[config.mk]
export PLATFORM = sky130hd
export DESIGN_NAME = checked_accumulator_calculator
export DESIGN_NICKNAME = d
export VERILOG_FILES = /design/src/sv/cac_pkg.sv /design/src/sv/cac_mul.sv /design/src/sv/cac_div.sv /design/src/sv/checked_accumulator_calculator.sv
export SDC_FILE = /design/constraint.sdc
export NUM_CORES = 1
export LEC_CHECK = 0
export BUFFER_PORTS_ARGS = -buffer_cell sky130_fd_sc_hd__buf_2
export CAP_MARGIN = 20
export CORE_ASPECT_RATIO = 0.8
export CORE_MARGIN = 2
export CORE_UTILIZATION = 40
export CTS_CLUSTER_SIZE = 12
export DETAILED_ROUTE_END_ITERATION = 8
export PLACE_DENSITY_LB_ADDON = 0.12
export SLEW_MARGIN = 20
export SYNTH_ARGS = -nofsm -noshare
export SYNTH_HDL_FRONTEND = slang
export SYNTH_SLANG_ARGS = --single-unit
[constraint.sdc]
create_clock -name clk -period 14.5 [get_ports clk]
set_clock_uncertainty 0.2 [all_clocks]
set_input_delay 2.175 -clock clk [delete_from_list [all_inputs] [get_ports clk]]
set_output_delay 2.175 -clock clk [all_outputs]
set_load 0.03 [all_outputs]
[src/sv/cac_pkg.sv]
// Shared types and constants for the checked accumulator calculator.
// No dependencies; imported by every other file in sv/.
package cac_pkg;

  localparam int DATA_WIDTH = 32;
  localparam int CNT_W      = $clog2(DATA_WIDTH);
  localparam int TDATA_W    = ((DATA_WIDTH + 3 + 7) / 8) * 8;
  localparam int IN_TDATA_W = ((DATA_WIDTH + 7) / 8) * 8;

  typedef logic [DATA_WIDTH-1:0]   word_t;
  typedef logic [2*DATA_WIDTH-1:0] dword_t;

  typedef enum logic [2:0] {
    CMD_ADD = 3'd0,
    CMD_SUB = 3'd1,
    CMD_MUL = 3'd2,
    CMD_DIV = 3'd3,
    CMD_MOD = 3'd4,
    CMD_NEG = 3'd5,
    CMD_POW = 3'd6,
    CMD_CLR = 3'd7
  } cmd_t;

  typedef enum logic [4:0] {
    S_IDLE = 5'b00001,
    S_MUL  = 5'b00010,
    S_DIV  = 5'b00100,
    S_POW  = 5'b01000,
    S_DONE = 5'b10000
  } state_t;

endpackage

[src/sv/cac_mul.sv]
// Bit-serial shift-add multiplier, one multiplier bit per cycle.
// Depends on cac_pkg.
module cac_mul (
  input  logic           clk,
  input  logic           rst_n,
  input  logic           start,
  input  cac_pkg::word_t op_a,
  input  cac_pkg::word_t op_b,
  output logic           done,
  output cac_pkg::dword_t product
);
  import cac_pkg::*;

  logic             busy_r, done_r;
  logic [CNT_W-1:0] cnt_r;
  word_t            a_r, hi_r, lo_r;
  logic [DATA_WIDTH:0] sum;

  assign sum = {1'b0, hi_r} + (lo_r[0] ? {1'b0, a_r} : '0);

  always_ff @(posedge clk) begin
    if (!rst_n) begin
      busy_r <= 1'b0;
      done_r <= 1'b0;
      cnt_r  <= '0;
    end else begin
      done_r <= 1'b0;
      if (start) begin
        busy_r <= 1'b1;
        cnt_r  <= '0;
      end else if (busy_r) begin
        cnt_r <= cnt_r + 1'b1;
        if (cnt_r == CNT_W'(DATA_WIDTH - 1)) begin
          busy_r <= 1'b0;
          done_r <= 1'b1;
        end
      end
    end
  end

  always_ff @(posedge clk) begin
    if (start) begin
      a_r  <= op_a;
      hi_r <= '0;
      lo_r <= op_b;
    end else if (busy_r) begin
      hi_r <= sum[DATA_WIDTH:1];
      lo_r <= {sum[0], lo_r[DATA_WIDTH-1:1]};
    end
  end

  assign done    = done_r;
  assign product = {hi_r, lo_r};

endmodule

[src/sv/cac_div.sv]
// Restoring divider for unsigned magnitudes, one quotient bit per cycle.
// Depends on cac_pkg.
module cac_div (
  input  logic           clk,
  input  logic           rst_n,
  input  logic           start,
  input  cac_pkg::word_t dividend,
  input  cac_pkg::word_t divisor,
  output logic           done,
  output cac_pkg::word_t quotient,
  output cac_pkg::word_t remainder
);
  import cac_pkg::*;

  logic                busy_r, done_r;
  logic [CNT_W-1:0]    cnt_r;
  word_t               d_r, rem_r, quo_r;
  logic [DATA_WIDTH:0]   shifted;
  logic [DATA_WIDTH+1:0] diff;
  logic                  fits;

  assign shifted = {rem_r, quo_r[DATA_WIDTH-1]};
  assign diff    = {1'b0, shifted} - {2'b00, d_r};
  assign fits    = !diff[DATA_WIDTH+1];

  always_ff @(posedge clk) begin
    if (!rst_n) begin
      busy_r <= 1'b0;
      done_r <= 1'b0;
      cnt_r  <= '0;
    end else begin
      done_r <= 1'b0;
      if (start) begin
        busy_r <= 1'b1;
        cnt_r  <= '0;
      end else if (busy_r) begin
        cnt_r <= cnt_r + 1'b1;
        if (cnt_r == CNT_W'(DATA_WIDTH - 1)) begin
          busy_r <= 1'b0;
          done_r <= 1'b1;
        end
      end
    end
  end

  always_ff @(posedge clk) begin
    if (start) begin
      d_r   <= divisor;
      rem_r <= '0;
      quo_r <= dividend;
    end else if (busy_r) begin
      rem_r <= fits ? diff[DATA_WIDTH-1:0] : shifted[DATA_WIDTH-1:0];
      quo_r <= {quo_r[DATA_WIDTH-2:0], fits};
    end
  end

  assign done      = done_r;
  assign quotient  = quo_r;
  assign remainder = rem_r;

endmodule

[src/sv/checked_accumulator_calculator.sv]
// Checked accumulator calculator: top level with command sequencer and result register.
// Depends on cac_pkg, cac_mul and cac_div.
//
// Each input beat applies one command to the 32-bit signed running total and yields one
// result beat. Add, subtract, negate, clear, division by zero and power with an exponent
// of zero or less go straight to the done state; multiply, divide and modulus wait in
// S_MUL or S_DIV for the bit-serial multiplier or divider (one bit per cycle); power
// runs one round per significant exponent bit in S_POW, running a multiply and a
// square side by side in two serial multipliers each round. One item is in work at a
// time; a finished result waits in the output register while the next beat is taken.
module checked_accumulator_calculator (
  input  logic                           clk,
  input  logic                           rst_n,
  input  logic                           in_tvalid,
  output logic                           in_tready,
  input  logic [cac_pkg::IN_TDATA_W-1:0] in_tdata,  // [31:0] operand
  input  logic [2:0]                     in_tuser,  // [2:0] command
  output logic                           out_tvalid,
  input  logic                           out_tready,
  output logic [cac_pkg::TDATA_W-1:0]    out_tdata  // [31:0] total, [32] overflow,
                                                    // [33] underflow, [34] divide_by_zero
);
  import cac_pkg::*;

  state_t state_r, state_nxt;
  word_t  total_r, total_nxt;
  logic   ov_r, ov_nxt, un_r, un_nxt, dz_r, dz_nxt;
  logic   neg_r, neg_nxt, is_mod_r, is_mod_nxt;
  word_t  acc_r, acc_nxt, base_r, base_nxt, exp_r, exp_nxt;
  logic   acc_huge_r, acc_huge_nxt, base_huge_r, base_huge_nxt;
  logic   pow_go_r, pow_go_nxt;
  logic   out_tvalid_r, out_tvalid_nxt;
  logic [TDATA_W-1:0] out_tdata_r, out_tdata_nxt;

  logic   accept;
  cmd_t   cmd;
  word_t  a, b, ua, ub, sum, dif, neg_a, mag;
  logic   sa, sb, mul_start, div_start;
  word_t  m0_a, m0_b;
  logic   m0_done, m1_done, d_done;
  dword_t m0_p, m1_p;
  word_t  d_q, d_rem;

  assign cmd    = cmd_t'(in_tuser);
  assign a      = total_r;
  assign b      = in_tdata[DATA_WIDTH-1:0];
  assign sa     = a[DATA_WIDTH-1];
  assign sb     = b[DATA_WIDTH-1];
  assign neg_a  = '0 - a;
  assign ua     = sa ? neg_a : a;
  assign ub     = sb ? ('0 - b) : b;
  assign sum    = a + b;
  assign dif    = a - b;
  assign in_tready = (state_r == S_IDLE);
  assign accept = in_tvalid && in_tready;

  assign mul_start = (accept && cmd == CMD_MUL) || pow_go_r;
  assign div_start = accept && (cmd == CMD_DIV || cmd == CMD_MOD) && (ub != '0);
  assign m0_a = (state_r == S_POW) ? acc_r  : ua;
  assign m0_b = (state_r == S_POW) ? base_r : ub;

  cac_mul u_mul_acc (
    .clk(clk), .rst_n(rst_n), .start(mul_start), .op_a(m0_a), .op_b(m0_b),
    .done(m0_done), .product(m0_p)
  );

  cac_mul u_mul_sq (
    .clk(clk), .rst_n(rst_n), .start(pow_go_r), .op_a(base_r), .op_b(base_r),
    .done(m1_done), .product(m1_p)
  );

  cac_div u_div (
    .clk(clk), .rst_n(rst_n), .start(div_start), .dividend(ua), .divisor(ub),
    .done(d_done), .quotient(d_q), .remainder(d_rem)
  );

  always_comb begin
    state_nxt     = state_r;
    total_nxt     = total_r;
    ov_nxt        = ov_r;
    un_nxt        = un_r;
    dz_nxt        = dz_r;
    neg_nxt       = neg_r;
    is_mod_nxt    = is_mod_r;
    acc_nxt       = acc_r;
    base_nxt      = base_r;
    exp_nxt       = exp_r;
    acc_huge_nxt  = acc_huge_r;
    base_huge_nxt = base_huge_r;
    pow_go_nxt    = 1'b0;
    mag           = '0;
    out_tvalid_nxt = out_tvalid_r && !out_tready;
    out_tdata_nxt  = out_tdata_r;
    case (state_r)
      S_IDLE: begin
        if (accept) begin
          ov_nxt     = 1'b0;
          un_nxt     = 1'b0;
          dz_nxt     = 1'b0;
          neg_nxt    = sa ^ sb;
          is_mod_nxt = (cmd == CMD_MOD);
          state_nxt  = S_DONE;
          case (cmd)
            CMD_ADD: begin
              total_nxt = sum;
              ov_nxt    = !sa && !sb && sum[DATA_WIDTH-1];
              un_nxt    = sa && sb && !sum[DATA_WIDTH-1];
            end
            CMD_SUB: begin
              total_nxt = dif;
              ov_nxt    = !sa && sb && dif[DATA_WIDTH-1];
              un_nxt    = sa && !sb && !dif[DATA_WIDTH-1];
            end
            CMD_MUL: state_nxt = S_MUL;
            CMD_DIV, CMD_MOD: begin
              if (ub == '0) dz_nxt = 1'b1;
              else state_nxt = S_DIV;
            end
            CMD_NEG: begin
              total_nxt = neg_a;
              ov_nxt    = (a == {1'b1, {(DATA_WIDTH-1){1'b0}}});
            end
            CMD_POW: begin
              if (sb || b == '0) begin
                total_nxt = word_t'(1);
              end else begin
                neg_nxt       = sa && b[0];
                acc_nxt       = word_t'(1);
                base_nxt      = ua;
                exp_nxt       = b;
                acc_huge_nxt  = 1'b0;
                base_huge_nxt = 1'b0;
                pow_go_nxt    = 1'b1;
                state_nxt     = S_POW;
              end
            end
            CMD_CLR: total_nxt = '0;
            default: total_nxt = '0;
          endcase
        end
      end
      S_MUL: begin
        if (m0_done) begin
          mag       = m0_p[DATA_WIDTH-1:0];
          total_nxt = neg_r ? ('0 - mag) : mag;
          if (neg_r) begin
            un_nxt = (m0_p[2*DATA_WIDTH-1:DATA_WIDTH] != '0)
                  || (mag > {1'b1, {(DATA_WIDTH-1){1'b0}}});
          end else begin
            ov_nxt = (m0_p[2*DATA_WIDTH-1:DATA_WIDTH] != '0) || mag[DATA_WIDTH-1];
          end
          state_nxt = S_DONE;
        end
      end
      S_DIV: begin
        if (d_done) begin
          if (is_mod_r) begin
            total_nxt = d_rem;
          end else begin
            total_nxt = neg_r ? ('0 - d_q) : d_q;
            ov_nxt    = !neg_r && d_q[DATA_WIDTH-1];
          end
          state_nxt = S_DONE;
        end
      end
      S_POW: begin
        if (m0_done && m1_done) begin
          if (exp_r[0]) begin
            acc_nxt      = m0_p[DATA_WIDTH-1:0];
            acc_huge_nxt = acc_huge_r || base_huge_r
                        || (m0_p[2*DATA_WIDTH-1:DATA_WIDTH] != '0);
          end
          base_nxt      = m1_p[DATA_WIDTH-1:0];
          base_huge_nxt = base_huge_r || (m1_p[2*DATA_WIDTH-1:DATA_WIDTH] != '0);
          exp_nxt       = exp_r >> 1;
          if (exp_r[DATA_WIDTH-1:1] == '0) begin
            total_nxt = neg_r ? ('0 - acc_nxt) : acc_nxt;
            if (neg_r) begin
              un_nxt = acc_huge_nxt || (acc_nxt > {1'b1, {(DATA_WIDTH-1){1'b0}}});
            end else begin
              ov_nxt = acc_huge_nxt || acc_nxt[DATA_WIDTH-1];
            end
            state_nxt = S_DONE;
          end else begin
            pow_go_nxt = 1'b1;
          end
        end
      end
      S_DONE: begin
        if (!out_tvalid_r || out_tready) begin
          out_tvalid_nxt = 1'b1;
          out_tdata_nxt  = TDATA_W'({dz_r, un_r, ov_r, total_r});
          state_nxt      = S_IDLE;
        end
      end
      default: state_nxt = S_IDLE;
    endcase
  end

  always_ff @(posedge clk) begin
    if (!rst_n) begin
      state_r      <= S_IDLE;
      total_r      <= '0;
      pow_go_r     <= 1'b0;
      out_tvalid_r <= 1'b0;
    end else begin
      state_r      <= state_nxt;
      total_r      <= total_nxt;
      pow_go_r     <= pow_go_nxt;
      out_tvalid_r <= out_tvalid_nxt;
    end
  end

  always_ff @(posedge clk) begin
    ov_r        <= ov_nxt;
    un_r        <= un_nxt;
    dz_r        <= dz_nxt;
    neg_r       <= neg_nxt;
    is_mod_r    <= is_mod_nxt;
    acc_r       <= acc_nxt;
    base_r      <= base_nxt;
    exp_r       <= exp_nxt;
    acc_huge_r  <= acc_huge_nxt;
    base_huge_r <= base_huge_nxt;
    out_tdata_r <= out_tdata_nxt;
  end

  assign out_tvalid = out_tvalid_r;
  assign out_tdata  = out_tdata_r;

`ifndef NO_ASSERTIONS
  a_accept_blocks: assert property (@(posedge clk) disable iff (!rst_n)
    accept |=> !in_tready) else $error("input taken twice for one item");
  a_result_from_done: assert property (@(posedge clk) disable iff (!rst_n)
    (!out_tvalid_r || out_tready) && out_tvalid_nxt |-> state_r == S_DONE)
    else $error("result beat loaded outside done state");
  a_dz_clean: assert property (@(posedge clk) disable iff (!rst_n)
    state_r == S_DONE && dz_r |-> !ov_r && !un_r)
    else $error("range flag with divide by zero");
  a_flags_excl: assert property (@(posedge clk) disable iff (!rst_n)
    state_r == S_DONE |-> !(ov_r && un_r)) else $error("overflow and underflow both set");
  a_pow_units_sync: assert property (@(posedge clk) disable iff (!rst_n)
    state_r == S_POW |-> m0_done == m1_done) else $error("power multipliers out of step");
`endif

endmodule
### Yosys cells after proc, flatten, opt, wreduce, memory -nomap -nowiden

Index checks and enable logic that the tools add are counted.

* register bits after elaboration: 486
* word-level logic and storage cells: 250
* output and inout bits: 42

* mux-type cells: 104
* $lt $le $gt $ge: 2
* add/subtract/negate cells: 13
* reductions and logical operators: 62
* eq/ne operators: 31
* bitwise operators: 5

Operators by type and width (number)
* 32-bit two-way mux: 38
* 32-bit one-hot mux with 2 select lines: 3
* 32-bit one-hot mux with 5 select lines: 1
* 1-bit by 32-bit subtractor with 32-bit output, first input constant: 5
* 32-bit one-hot mux with 4 select lines: 1
* 32-bit nonzero test: 3
* 32-bit by 33-bit adder with 33-bit output: 2
* 32-bit greater-than comparator, second input constant: 2
* 32-bit logical NOT: 2
* 1-bit two-way mux: 44
* 5-bit two-way mux: 8
* 33-bit by 32-bit subtractor with 34-bit output: 1
* 32-bit adder: 1
* 32-bit equality test, second input constant: 1
* 32-bit subtractor: 1
* 31-bit logical NOT: 1
* 5-bit one-hot mux with 5 select lines: 1
* 5-bit equality test, second input constant: 4
* 1-bit logical AND: 16
* 5-bit by 1-bit adder with 5-bit output, second input constant: 3
* 5-bit one-hot mux with 3 select lines: 1
* 2-bit inequality test, second input constant: 7
* 3-bit equality test, second input constant: 4
* 2-bit by 1-bit inequality test with 1-bit output, second input constant: 6
* 27 further kinds: 61

### Longest topological paths before layout

* word-level depth: 10
* gate-level depth with buffers: 14
* depth with buffers taken out: 13

### Hierarchy

From an unflattened synthesis, not the netlist that was laid out.

* cell total of the unflattened synthesis: 3938
* area, all modules: 35062.4 um2

Modules (own cells, without submodules)
* checked_accumulator_calculator: sequential area each 4924.7 um2, area each 17748.3 um2, instances 1, cells each 2261
* cac_mul: sequential area each 2702.6 um2, area each 5674.2 um2, instances 2, cells each 546
* cac_div: sequential area each 2702.6 um2, area each 5965.7 um2, instances 1, cells each 585

### Worst setup path after synthesis

Ideal clock, no wire load.

* path type: input to register
* start: in in_tdata[1] (netlist bit)
* end: reg acc_huge_r (enable)
* path buffers: 0
* stages: 9
* library setup time: 700 ps
* slack: 3215 ps
* required time: 13600 ps
* arrival: 10385 ps
* path through: inv_1 > ha_1 > or4b_4 > nor4_4 > nand3_1 > nand4_1 > inv_1 > a21oi_1 > a211oi_1

* cells in the longest elaborated chain, start to end: 4

Ends and longest elaborated chain
* from (decl): line checked_accumulator_calculator.sv:16 `input logic [cac_pkg::IN_TDATA_W-1:0] in_tdata,`
* 32-bit logical NOT: line checked_accumulator_calculator.sv:124 `if (sb || b == '0) begin`
* 1-bit logical OR: line checked_accumulator_calculator.sv:124
* 2-bit inequality test (no line)
* 5-bit AND reduction (no line)
* to (signal assigned): line checked_accumulator_calculator.sv:223 `acc_huge_r <= acc_huge_nxt;`
* to (decl): line checked_accumulator_calculator.sv:30 `logic acc_huge_r, acc_huge_nxt, base_huge_r, base_huge_nxt;`

Every way passes these cells.
A chain may end at the register's enable or synchronous reset.

### Worst setup path after layout

* start: in in_tdata[0] (netlist bit)
* end: reg u_div.quo_r[16], in the netlist u_div.quotient[16] (enable)

* cells in the longest elaborated chain, start to end: 5

Ends and longest elaborated chain
* 1-bit by 32-bit subtractor with 32-bit output: line checked_accumulator_calculator.sv:51 `assign ub = sb ? ('0 - b) : b;`
* 32-bit two-way mux: line checked_accumulator_calculator.sv:51
* net u_div.divisor[22]: line cac_div.sv:8 `input cac_pkg::word_t divisor,`
* 32-bit nonzero test: line checked_accumulator_calculator.sv:58 `assign div_start = accept && (cmd == CMD_DIV || cmd == CMD_MOD) && (ub != '0);`
* 1-bit logical AND: line checked_accumulator_calculator.sv:58
* 2-bit nonzero test (no line)
* to (signal assigned): line cac_div.sv:50 `quo_r <= dividend;`
* to (signal assigned): line cac_div.sv:53 `quo_r <= {quo_r[DATA_WIDTH-2:0], fits};`
* to (decl): line cac_div.sv:17 `word_t d_r, rem_r, quo_r;`

The timed path passes the listed nets, and every way through them passes these cells.

==> results_dict.tcl <==
set metrics [dict create \
    clkLatencyLatePin_ns 0.66 \
    synth_area_leader_cell "edfxtp_1" \
    crit_buf_inv 4 \
    row_count 95 \
    die_h_um 265 \
    viasPerCell 6.07 \
    dp.cells 4840 \
    drt_iter0_drc 3647 \
    ant_nets 0 \
    grt.total_usage 0.283 \
    power.density_nw_per_um2 179 \
    syn_area_per_cell_um2 8.89 \
    cts_hold_buffers 0 \
    hold_class "reg -> reg" \
    wl_per_cell_um 25.5 \
    crit_chain "buf_2 -> inv_1 -> ha_1 -> nor4b_4 -> nand2_1 -> o41ai_1 -> xnor2_1 -> nor4_1 -> nand4_1 -> o21ai_4 -> buf_4 -> nand2_1 -> buf_4" \
    p_sw_frac 0.435 \
    slew_headroom 0.203 \
    drive_above_1_share 0.0791 \
    ys_seq_elements 486 \
    crit_fanout 37 \
    setup_viol 0 \
    synth_edf_count 330 \
    fmax_mhz 165 \
    routed_wl_um 126000 \
    first_global_vias 27400 \
    maxCapViolations 0 \
    start_util 0.404 \
    die_x_um 330 \
    yosysWarnings 0 \
    holdWs_ns 0.222 \
    clkPwrFrac 0.222 \
    largest_register_ffs 35 \
    syn_to_final_growth_pct 9.17 \
    antenna_found_initial 6 \
    max_stage_delay_ns 0.52 \
    ctsHtreeMaxLevel 2 \
    vdd_ir_drop_max_uv 107 \
    leakagePower_nw 14.4 \
    cts_root_buf "clkbuf_16" \
    critPathLaunchType "input pin" \
    m1WireLength_um 59800 \
    route.met2.wl_um 51800 \
    via_count 30000 \
    synth_area_leaders "edfxtp_1, dfxtp_1, ha_1" \
    crit_path_end_kind "flop" \
    io_buffers 75 \
    hold_path_depth 0 \
    cp.depth 13 \
    hold_viol 0 \
    worstPathRequired_ns 14.67 \
    maxSlewViolCount 0 \
    gp_congestion 0.957 \
    rsz0062_at_grt "no" \
    fin_ws_ns 8.45 \
    cts_tree "built" \
    final_core_util 0.441 \
    finalCritPeriodShare 0.417 \
    cts_setup_buffers 0 \
    fin_tns_setup_ns 0 \
    io_pins 81 \
    placed_area_um2 35300 \
    clk_path_buf_depth 3 \
    nets 4001 \
    netSwitchingPower_mw 2.90 \
    ys_types 100 \
    cts_resized 0 \
    synth_seq_area_share 0.383 \
    grt-ovfl-total 0 \
    pwr-share-comb 0.435 \
    core-area_um2 84200 \
    critPathTopFamily "simple AND/OR/NAND/NOR gates" \
    yosysTopAreaCellShare 0.291 \
    p_seq_frac 0.344 \
    synth_ff_type "edfxtp_1" \
    grt_max_degree 166 \
    period_needed_ns 6.05 \
    p_total_mw 6.66 \
    status "completed" \
    async_reset_ff_frac 0 \
    path_clk_slew_ns 0.07 \
    tightest_slew_ns 1.19 \
    syn_inst 3829 \
    p_int_mw 3.76 \
    synthesis.area_um2 34000 \
    cp.arrival_ns 6.21 \
    cts_sinks 486 \
    dieArea_um2 87400 \
    top_layer_used "met5" \
    cp_slowest_cell "o41ai_1" \
    rr_worst_depth 11 \
    final_cells 4948 \
    grt_first_pass_wirelength_um 186000 \
    critical_path_class "in -> reg" \
    rrSetupSlack_ns 9.81 \
    drc_errors 0 \
    drtPass1Iterations 6 \
    numCtsBuffers 56 \
    dpl.hpwl_um 95900 \
    dp_slack_ns 7.95 \
    stdcell_area_um2 37200 \
    wl_met3_um 10800 \
]
## synthesized netlist by cell type, types with 39 or more instances
cell and n:
a31oi_1 74, inv_1 154, nand3_1 97, edfxtp_1 330, clkbuf_1 165, dfxtp_1 156, or3_1 40, mux2_2 39
o21a_1 75, o21ai_0 270, a21o_1 63, nor3_1 75, nor4_1 62, xnor2_1 140, nand2_1 337, xor2_1 109
a21oi_1 255, o31ai_1 39, ha_1 174, and2_1 83, nor2_1 326, mux2i_1 93
## cells in the final DEF, fill, tap and decap left out, drive strengths merged, types with 109 or more instances in the layout
| cell type | n |
|---|---|
| a21oi | 255 |
| buf | 121 |
| dfxtp | 156 |
| edfxtp | 330 |
| ha | 174 |
| inv | 156 |
| nand2 | 338 |
| nor2 | 326 |
| o21ai | 289 |
| xnor2 | 141 |
| xor2 | 109 |
## layer usage
metal,global-route usage,vias to the layer above
met2,0.405,1325
met3,0.0468,188
met1,0.433,14400
li1,-,14100
met5,0,-
met4,0.0794,6
## power by group through the flow
stage / Sequential, mW / Clock (mW) / Combinational (mW)
2_1_floorplan: 2.11 / 0 / 2.02
3_3_place_gp: 2.31 / 0 / 2.82
3_5_place_dp: 2.30 / 0 / 2.80
4_1_cts: 2.27 / 1.51 / 2.83
5_1_grt: 2.32 / 1.56 / 3.14
6_report: 2.29 / 1.48 / 2.89
## cell type report
class	count	area, um^2
inverters	160	603
diodes	2	5.00
well taps	1115	1400
clock buffers	77	1530
flip-flops and latches	486	13000
clock inverters	29	328
repair buffers	121	733
fillers	8365	47000
multi-input cells	2958	19500
## final timing paths
kind / start / to
max reg2reg: a[13] / a[26]
max: in_tdata[0] / u_div.quotient[16]
min reg2reg: dz_r / out_tdata[34]
min: dz_r / out_tdata[34]
## worst reg2reg max path: cells and delay by family (launching register included)
family | cells | cell delay (ns)
buf+inv | 2 | 0.31
xor+xnor | 1 | 0.13
flops | 1 | 0.29
compound gates | 7 | 3.22
fa+ha+maj | 1 | 0.50
## cell families after synthesis
family	count (synthesis)	share of synthesized area
and+or+nand+nor	1254	0.181
AOI/OAI and AO/OA	1138	0.218
DFF	486	0.383
buffers and inverters	389	0.0456
xor gates and xnor gates	250	0.0646
adders and majority gates	179	0.0669
muxes	132	0.0403
other	1	0.000110
No activity file was read; power rests on OpenSTA's default activity.
